$ cat src/hw/rtl/epcal_pkg.sv
// shared constants, types and calendar helpers for the epoch seconds converter
package epcal_pkg;

  localparam int unsigned SecsW  = 32;
  localparam int unsigned DaysW  = 16;
  localparam int unsigned TodW   = 17;
  localparam int unsigned YearW  = 8;
  localparam int unsigned YdayW  = 9;

  localparam logic [7:0] YearBase = 8'd70;  // 1970 minus 1900

  // reciprocal constants: floor(x / d) == (x * M) >> K over the stated x range
  localparam logic [25:0] RecipDay  = 26'd50903317;  // (secs >> 7) / 675, K 35
  localparam logic [13:0] RecipHour = 14'd9321;      // (tod >> 4) / 225, K 21
  localparam logic [10:0] RecipMin  = 11'd1093;      // (rem >> 2) / 15, K 14
  localparam logic [18:0] RecipYear = 19'd367469;    // (4 * days) / 1461, K 29
  localparam logic [16:0] RecipWeek = 17'd74899;     // x / 7, K 19

  localparam logic [16:0] SecsPerDay  = 17'd86400;
  localparam logic [11:0] SecsPerHour = 12'd3600;
  localparam logic [5:0]  SecsPerMin  = 6'd60;
  localparam logic [8:0]  DaysPerYear = 9'd365;
  localparam logic [7:0]  Year2100    = 8'd130;  // 2100 is not a leap year

  typedef struct packed {
    logic [YearW-1:0] years_since_1900;
    logic [3:0]       month;
    logic [4:0]       month_day;
    logic [YdayW-1:0] year_day;
  } ymd_t;

  // leap rule over 1970..2106, index counts years from 1970
  function automatic logic is_leap(input logic [YearW-1:0] idx);
    is_leap = (idx[1:0] == 2'b10) && (idx != Year2100);
  endfunction

  // day number of january 1 of year 1970 + idx
  function automatic logic [DaysW-1:0] year_start(input logic [YearW-1:0] idx);
    logic [16:0] base;
    logic [YearW-1:0] nxt;
    nxt  = idx + 8'd1;
    base = 17'(idx) * 17'(DaysPerYear) + 17'(nxt[YearW-1:2]);
    if (idx > Year2100) begin
      base = base - 17'd1;
    end
    year_start = base[DaysW-1:0];
  endfunction

  // first day of month within the year
  function automatic logic [YdayW-1:0] month_start(input logic [3:0] mon, input logic leap);
    logic [YdayW-1:0] cum;
    case (mon)
      4'd0:    cum = 9'd0;
      4'd1:    cum = 9'd31;
      4'd2:    cum = 9'd59;
      4'd3:    cum = 9'd90;
      4'd4:    cum = 9'd120;
      4'd5:    cum = 9'd151;
      4'd6:    cum = 9'd181;
      4'd7:    cum = 9'd212;
      4'd8:    cum = 9'd243;
      4'd9:    cum = 9'd273;
      4'd10:   cum = 9'd304;
      4'd11:   cum = 9'd334;
      default: cum = 9'd0;
    endcase
    if (leap && (mon >= 4'd2)) begin
      cum = cum + 9'd1;
    end
    month_start = cum;
  endfunction

endpackage

$ cat src/hw/rtl/epcal_ymd.sv
// date pipeline: day count to year, month, day of month and day of year
module epcal_ymd (
  input  logic                              clk_i,
  input  logic [epcal_pkg::DaysW-1:0]       days_i,
  output epcal_pkg::ymd_t                   ymd_o
);
  import epcal_pkg::*;

  // stage a: year estimate product
  logic [36:0]       yprod_q, yprod_d;
  logic [DaysW-1:0]  days_a_q;

  // stage b: corrected year index and its start day
  logic [YearW-1:0]  est_b;
  logic [YearW-1:0]  est_nxt_b;
  logic [DaysW-1:0]  start_nxt_b;
  logic              ge_b;
  logic [YearW-1:0]  idx_b_q, idx_b_d;
  logic [DaysW-1:0]  base_b_q, base_b_d;
  logic [DaysW-1:0]  days_b_q;

  // stage c: day of year
  logic [DaysW-1:0]  yday_full_c;
  logic [YdayW-1:0]  yday_c_q;
  logic [YearW-1:0]  idx_c_q;
  logic              leap_c_q;

  // stage d: month split
  logic [3:0]        mon_d;
  logic [YdayW-1:0]  mday_full_d;
  ymd_t              ymd_q, ymd_d;

  assign yprod_d = 37'({days_i, 2'b00}) * 37'(RecipYear);

  always_ff @(posedge clk_i) begin
    yprod_q  <= yprod_d;
    days_a_q <= days_i;
  end

  // estimate is the true year or one below it
  always_comb begin
    est_b       = yprod_q[36:29];
    est_nxt_b   = est_b + 8'd1;
    start_nxt_b = year_start(est_nxt_b);
    ge_b        = (days_a_q >= start_nxt_b);
    idx_b_d     = ge_b ? est_nxt_b : est_b;
    base_b_d    = ge_b ? start_nxt_b : year_start(est_b);
  end

  always_ff @(posedge clk_i) begin
    idx_b_q  <= idx_b_d;
    base_b_q <= base_b_d;
    days_b_q <= days_a_q;
  end

  assign yday_full_c = days_b_q - base_b_q;

  always_ff @(posedge clk_i) begin
    yday_c_q <= yday_full_c[YdayW-1:0];
    idx_c_q  <= idx_b_q;
    leap_c_q <= is_leap(idx_b_q);
  end

  always_comb begin
    mon_d = 4'd0;
    for (int m = 1; m < 12; m++) begin
      if (yday_c_q >= month_start(4'(m), leap_c_q)) begin
        mon_d = 4'(m);
      end
    end
    mday_full_d             = yday_c_q - month_start(mon_d, leap_c_q) + 9'd1;
    ymd_d.years_since_1900  = idx_c_q + YearBase;
    ymd_d.month             = mon_d;
    ymd_d.month_day         = mday_full_d[4:0];
    ymd_d.year_day          = yday_c_q;
  end

  always_ff @(posedge clk_i) begin
    ymd_q <= ymd_d;
  end

  assign ymd_o = ymd_q;

endmodule

$ cat src/hw/rtl/epoch_seconds_to_utc_calendar_core.sv
// Epoch seconds to UTC calendar: a six-stage pipeline takes one conversion per cycle on start_i,
// busy_o stays low, and each result appears on done_o as its start leaves the last stage; the
// depth comes from the chain of reciprocal multiplies (days, hours, minutes, year estimate), each
// followed by a register, and results cannot be held off by the receiver.
module epoch_seconds_to_utc_calendar_core (
  input  logic                               clk_i,
  input  logic                               rst_ni,
  input  logic                               start_i,
  input  logic [epcal_pkg::SecsW-1:0]        epoch_seconds_i,
  output logic                               busy_o,
  output logic                               done_o,
  output logic [5:0]                         second_o,
  output logic [5:0]                         minute_o,
  output logic [4:0]                         hour_o,
  output logic [2:0]                         weekday_o,
  output logic [7:0]                         years_since_1900_o,
  output logic [3:0]                         month_o,
  output logic [4:0]                         month_day_o,
  output logic [8:0]                         year_day_o
);
  import epcal_pkg::*;

  localparam int unsigned Depth = 6;

  logic [Depth-1:0] vld_q, vld_d;

  // stage 1: day quotient product
  logic [50:0]      dprod_q, dprod_d;
  logic [SecsW-1:0] secs_q;

  // stage 2: days and time of day
  logic [DaysW-1:0] days2_d, days2_q;
  logic [32:0]      dsec2;
  logic [TodW-1:0]  tod2_d, tod2_q;

  // stage 3: hour and weekday products
  logic [26:0]      hprod_q, hprod_d;
  logic [32:0]      wprod_q, wprod_d;
  logic [DaysW-1:0] wx3_d, wx3_q;
  logic [TodW-1:0]  tod3_q;

  // stage 4: hour, remainder, weekday
  logic [4:0]       hr4_d, hr4_q;
  logic [16:0]      hsec4;
  logic [11:0]      rem4_d, rem4_q;
  logic [13:0]      wq4;
  logic [2:0]       wday4_d, wday4_q;

  // stage 5: minute product
  logic [20:0]      mprod_q, mprod_d;
  logic [11:0]      rem5_q;
  logic [4:0]       hr5_q;
  logic [2:0]       wday5_q;

  // stage 6: outputs
  logic [5:0]       min6_d;
  logic [11:0]      msec6;
  logic [5:0]       sec6_d;
  logic [5:0]       sec_q, min_q;
  logic [4:0]       hr_q;
  logic [2:0]       wday_q;
  ymd_t             ymd;

  // no backpressure on the result side, so a transaction is never refused
  assign busy_o = 1'b0;
  assign vld_d  = {vld_q[Depth-2:0], start_i & ~busy_o};

  always_ff @(posedge clk_i or negedge rst_ni) begin
    if (!rst_ni) begin
      vld_q <= '0;
    end else begin
      vld_q <= vld_d;
    end
  end

  assign dprod_d = 51'(epoch_seconds_i[SecsW-1:7]) * 51'(RecipDay);

  always_ff @(posedge clk_i) begin
    dprod_q <= dprod_d;
    secs_q  <= epoch_seconds_i;
  end

  always_comb begin
    days2_d = dprod_q[50:35];
    dsec2   = 33'(days2_d) * 33'(SecsPerDay);
    tod2_d  = secs_q[TodW-1:0] - dsec2[TodW-1:0];
  end

  always_ff @(posedge clk_i) begin
    days2_q <= days2_d;
    tod2_q  <= tod2_d;
  end

  // 1970-01-01 was a thursday
  assign wx3_d   = days2_q + 16'd4;
  assign hprod_d = 27'(tod2_q[TodW-1:4]) * 27'(RecipHour);
  assign wprod_d = 33'(wx3_d) * 33'(RecipWeek);

  always_ff @(posedge clk_i) begin
    hprod_q <= hprod_d;
    wprod_q <= wprod_d;
    wx3_q   <= wx3_d;
    tod3_q  <= tod2_q;
  end

  always_comb begin
    hr4_d   = hprod_q[25:21];
    hsec4   = 17'(hr4_d) * 17'(SecsPerHour);
    rem4_d  = tod3_q[11:0] - hsec4[11:0];
    wq4     = wprod_q[32:19];
    // true remainder is below 7, so three bits carry it exactly
    wday4_d = wx3_q[2:0] - (wq4[2:0] * 3'd7);
  end

  always_ff @(posedge clk_i) begin
    hr4_q   <= hr4_d;
    rem4_q  <= rem4_d;
    wday4_q <= wday4_d;
  end

  assign mprod_d = 21'(rem4_q[11:2]) * 21'(RecipMin);

  always_ff @(posedge clk_i) begin
    mprod_q <= mprod_d;
    rem5_q  <= rem4_q;
    hr5_q   <= hr4_q;
    wday5_q <= wday4_q;
  end

  always_comb begin
    min6_d = mprod_q[19:14];
    msec6  = 12'(min6_d) * 12'(SecsPerMin);
    sec6_d = rem5_q[5:0] - msec6[5:0];
  end

  always_ff @(posedge clk_i) begin
    sec_q  <= sec6_d;
    min_q  <= min6_d;
    hr_q   <= hr5_q;
    wday_q <= wday5_q;
  end

  epcal_ymd u_ymd (
    .clk_i  (clk_i),
    .days_i (days2_q),
    .ymd_o  (ymd)
  );

  assign done_o             = vld_q[Depth-1];
  assign second_o           = sec_q;
  assign minute_o           = min_q;
  assign hour_o             = hr_q;
  assign weekday_o          = wday_q;
  assign years_since_1900_o = ymd.years_since_1900;
  assign month_o            = ymd.month;
  assign month_day_o        = ymd.month_day;
  assign year_day_o         = ymd.year_day;

  a_done_follows_start: assert property (@(posedge clk_i) disable iff (!rst_ni)
    done_o |-> $past(start_i, Depth))
    else $error("result strobe without a start six cycles earlier");

  a_start_gives_done: assert property (@(posedge clk_i) disable iff (!rst_ni)
    (start_i && !busy_o) |-> ##6 done_o)
    else $error("accepted transaction produced no result");

  a_time_range: assert property (@(posedge clk_i) disable iff (!rst_ni)
    done_o |-> (hour_o < 5'd24) && (minute_o < 6'd60) && (second_o < 6'd60)
               && (weekday_o < 3'd7))
    else $error("time of day or weekday out of range");

  a_date_range: assert property (@(posedge clk_i) disable iff (!rst_ni)
    done_o |-> (month_o < 4'd12) && (month_day_o != 5'd0) && (year_day_o < 9'd366)
               && (years_since_1900_o >= 8'd70) && (years_since_1900_o <= 8'd206))
    else $error("calendar date out of range");

endmodule
$ cat config.mk
export PLATFORM = sky130hd
export DESIGN_NAME = epoch_seconds_to_utc_calendar_core
export DESIGN_NICKNAME = d
export VERILOG_FILES = /design/src/hw/rtl/epcal_pkg.sv /design/src/hw/rtl/epcal_ymd.sv /design/src/hw/rtl/epoch_seconds_to_utc_calendar_core.sv
export SDC_FILE = /design/constraint.sdc
export NUM_CORES = 2
export LEC_CHECK = 0
export BUFFER_PORTS_ARGS = -buffer_cell sky130_fd_sc_hd__buf_2
export CORE_MARGIN = 4
export CORE_UTILIZATION = 44
export CTS_CLUSTER_DIAMETER = 30
export DETAILED_ROUTE_END_ITERATION = 12
export PLACE_DENSITY = 0.72
export SLEW_MARGIN = 20
export SYNTH_ARGS = -nofsm -noshare
export SYNTH_HDL_FRONTEND = slang
export SYNTH_SLANG_ARGS = --single-unit
$ cat constraint.sdc
create_clock -name clk_i -period 16.6 [get_ports clk_i]
set_clock_uncertainty 0.15 [all_clocks]
set_input_delay 0 -clock clk_i [delete_from_list [all_inputs] [get_ports clk_i]]
set_output_delay 0 -clock clk_i [all_outputs]
set_load 0.02 [all_outputs]
==> impl_metrics.env <==
export IMPL_start_util_pct=44.70
export IMPL_end_kind="flop"
export IMPL_crit_arrival_ps=8230
export IMPL_ys_seq_elements=247
export IMPL_place_gp_congestion=0.8976
export IMPL_syn_area_mm2=0.03152
export IMPL_reg2reg_slack_ps=8690
export IMPL_status="complete, no violations"
export IMPL_port_buffers=81
export IMPL_clkSlewWorstSetupHoldPaths_ps=50
export IMPL_insertedDiodeCount=0
export IMPL_rows=97
export IMPL_core_mm2=0.07051
export IMPL_finalCriticalPeriod_ps=7906
export IMPL_maxSlewViolCount=0
export IMPL_io_pins=83
export IMPL_setup_viol=0
export IMPL_post_route_cells_drive_above_1_share_pct=6.889
export IMPL_final_area_mm2=0.03530
export IMPL_post_dp_hpwl_mm=53.26
export IMPL_dp_cells=4045
export IMPL_cp_max_fo=22
export IMPL_via_per_inst=4.943
export IMPL_drt_iter0_drc=824
export IMPL_required_ps=16930
export IMPL_final_nets=4428
export IMPL_place_area_mm2=0.03306
export IMPL_yosys_warnings=0
export IMPL_fin_crit_sh_pct=47.63
export IMPL_drc=0
export IMPL_grt_total_usage_pct=17.42
export IMPL_crit_start="u_ymd.yprod_q[29]"
export IMPL_cap_violations=0
export IMPL_dieArea_mm2=0.07599
export IMPL_gr_total_overflow=0
export IMPL_crit_top_cell="ha_1"
export IMPL_die_h_um=275.7
export IMPL_postCtsSetupRepairBufs=0
export IMPL_grt_first_pass_wirelength_mm=107.3
export IMPL_fmax_ghz=0.1265
export IMPL_cts_inserted_buffers=55
export IMPL_synth_main_ff_cell="dfxtp_1"
export IMPL_cts_hold_buf=28
export IMPL_cts_max_level=2
export IMPL_grt_max_degree=23
export IMPL_setup_tns_ps=0
export IMPL_yosys_area_top_type="ha_1"
export IMPL_drt_pre_antenna_iters=5
export IMPL_layout_setup_ws_ps=8694
export IMPL_clock_latency_ps=610
export IMPL_r2r_start="u_ymd.yprod_q[29]"
export IMPL_hold_viol_final=0
export IMPL_synthArstFlopShare_pct=2.429
export IMPL_fin_cells=4177
export IMPL_die_x_um=275.7
export IMPL_ant_nets=0
export IMPL_netlist_area_leader_share_pct=31.40
export IMPL_final_cell_mix="791 x ha_1, 753 x inv_1, 412 x fa_1"
export IMPL_dp_slack_ps=8725
export IMPL_area_growth_synth_to_final_pct=11.98
export IMPL_synthTopCellsByArea="ha_1 31%, fa_1 26%, dfxtp_1 15%, inv_1 9.0%, xnor2_1 3.7%"
export IMPL_synth_edf_count=0
export IMPL_antenna_found_initial=0
export IMPL_synth_nets=4273
export IMPL_syn_area_per_cell_um2=10.39
export IMPL_syn_inst=3035
export IMPL_max_stage_delay_ps=760
export IMPL_cts_tree="done"
export IMPL_num_vias=20650
export IMPL_tightestPinTransition_ps=865.4
export IMPL_hold_start="epoch_seconds_i[31]"
export IMPL_finalWirelength_mm=63.30
export IMPL_critPathKind="reg -> reg"
export IMPL_relSlewSlack_pct=41.55
export IMPL_cts_root_buf="clkbuf_16"
export IMPL_yosysSeqAreaShare_pct=15.78
export IMPL_cts_buffer_depth=3
export IMPL_grt_pass1_vias=21740
export IMPL_post_drt_wl_per_cell_um=15.16
export IMPL_clkSinkCount=247
export IMPL_layout_commonest_cell="ha_1"
export IMPL_ctsResizeCount=0
export IMPL_crit_slowest_cell="dfxtp_1"
export IMPL_synth_cell_type_count=87
export IMPL_rsz0062_at_grt="false"
export IMPL_hold_path_class="in -> reg"
export IMPL_start_kind="flop"
cell usage after synthesis, drive strengths merged (4+ instances only):
cell type / number
nand2: 67
nand3b: 6
a21o: 39
o21a: 23
a21oi: 90
nand2b: 13
dfrtp: 6
nor2: 69
nor4: 10
a31oi: 9
a2111oi: 5
nor3: 26
a21boi: 9
or3: 5
dfxtp: 241
a211o: 4
xnor2: 135
buf: 8
o21bai: 13
mux2i: 6
inv: 754
xor2: 47
clkbuf: 5
a211oi: 20
o211ai: 14
and3: 8
a311oi: 4
or2: 9
o21ai: 60
nor2b: 14
nand3: 23
nand4: 26
o2111ai: 6
fa: 412
ha: 791
o31ai: 8
and2: 5
final timing paths:
| kind | endpoint | depth (start not counted) |
|---|---|---|
| setup / recovery | u_ymd.base_b_q[0] | 30 |
| hold / removal | dprod_q[50] | 5 |
| setup reg to reg | u_ymd.base_b_q[0] | 30 |
| hold reg to reg | tod2_q[3] | 0 |
| max in group asynchronous | vld_q[1] | 3 |
| min in group asynchronous | vld_q[5] | 3 |
logic make-up (layout without fill, tap and decap cells):
group,after synthesis,count (layout),share of synthesized area [%]
buf+inv,767,969,9.189
xor+xnor,182,182,5.105
simple gates,290,290,4.712
other cells,1,1,0.01190
flops,247,247,15.78
fa+ha+maj,1203,1203,57.56
mux,9,9,0.2977
compound gates,336,336,7.339
metal layers:
| metal | wire length (um) | global-route usage (%) | share of wire [%] |
|---|---|---|---|
| met1 | 28910 | 23.33 | 46 |
| met2 | 29580 | 29.19 | 47 |
| met3 | 3287 | 3.216 | 5.2 |
| met4 | 1526 | 4.514 | 2.4 |
| met5 | 0 | 0 | 0 |
through the flow:
stage | hold slack, ps | utilization [%]
floorplan | -445.6 | -
global placement | -329.0 | 46.88
detailed placement | -320.2 | 46.88
CTS | 92.15 | 50.06
global route | 123.0 | 50.06
finish | 135.9 | 50.06
worst max-delay path: cells and delay by family (launching register included):
| family | cells | cell delay (ps) |
|---|---|---|
| AOI/OAI and AO/OA | 5 | 870 |
| xor gates and xnor gates | 3 | 720 |
| adders and majority gates | 8 | 2950 |
| buffers and inverters | 5 | 470 |
| DFF | 1 | 760 |
| muxes | 1 | 350 |
| and+or+nand+nor | 8 | 1520 |
registers in the layout, summed over array words and instances, names as in the netlist, 12 cells and up:
signal          flops
u_ymd.days_a_q     16
u_ymd.ymd_o        26
tod2_q             17
tod3_q             12
rem4_q             12
secs_q             17
days2_q            16
dprod_q            16
layout make-up:
type,count,area (um2)
inverter,754,2830
clock buffer,58,1408
clock inverter,46,554.3
fill,6296,35220
tap,940,1176
timing repair buffer,111,700.7
multi-input combinational,2021,23650
sequential,247,4975
Power is not shown: default switching activity piles up to over one toggle a cycle in this logic, so the estimate is an artifact.
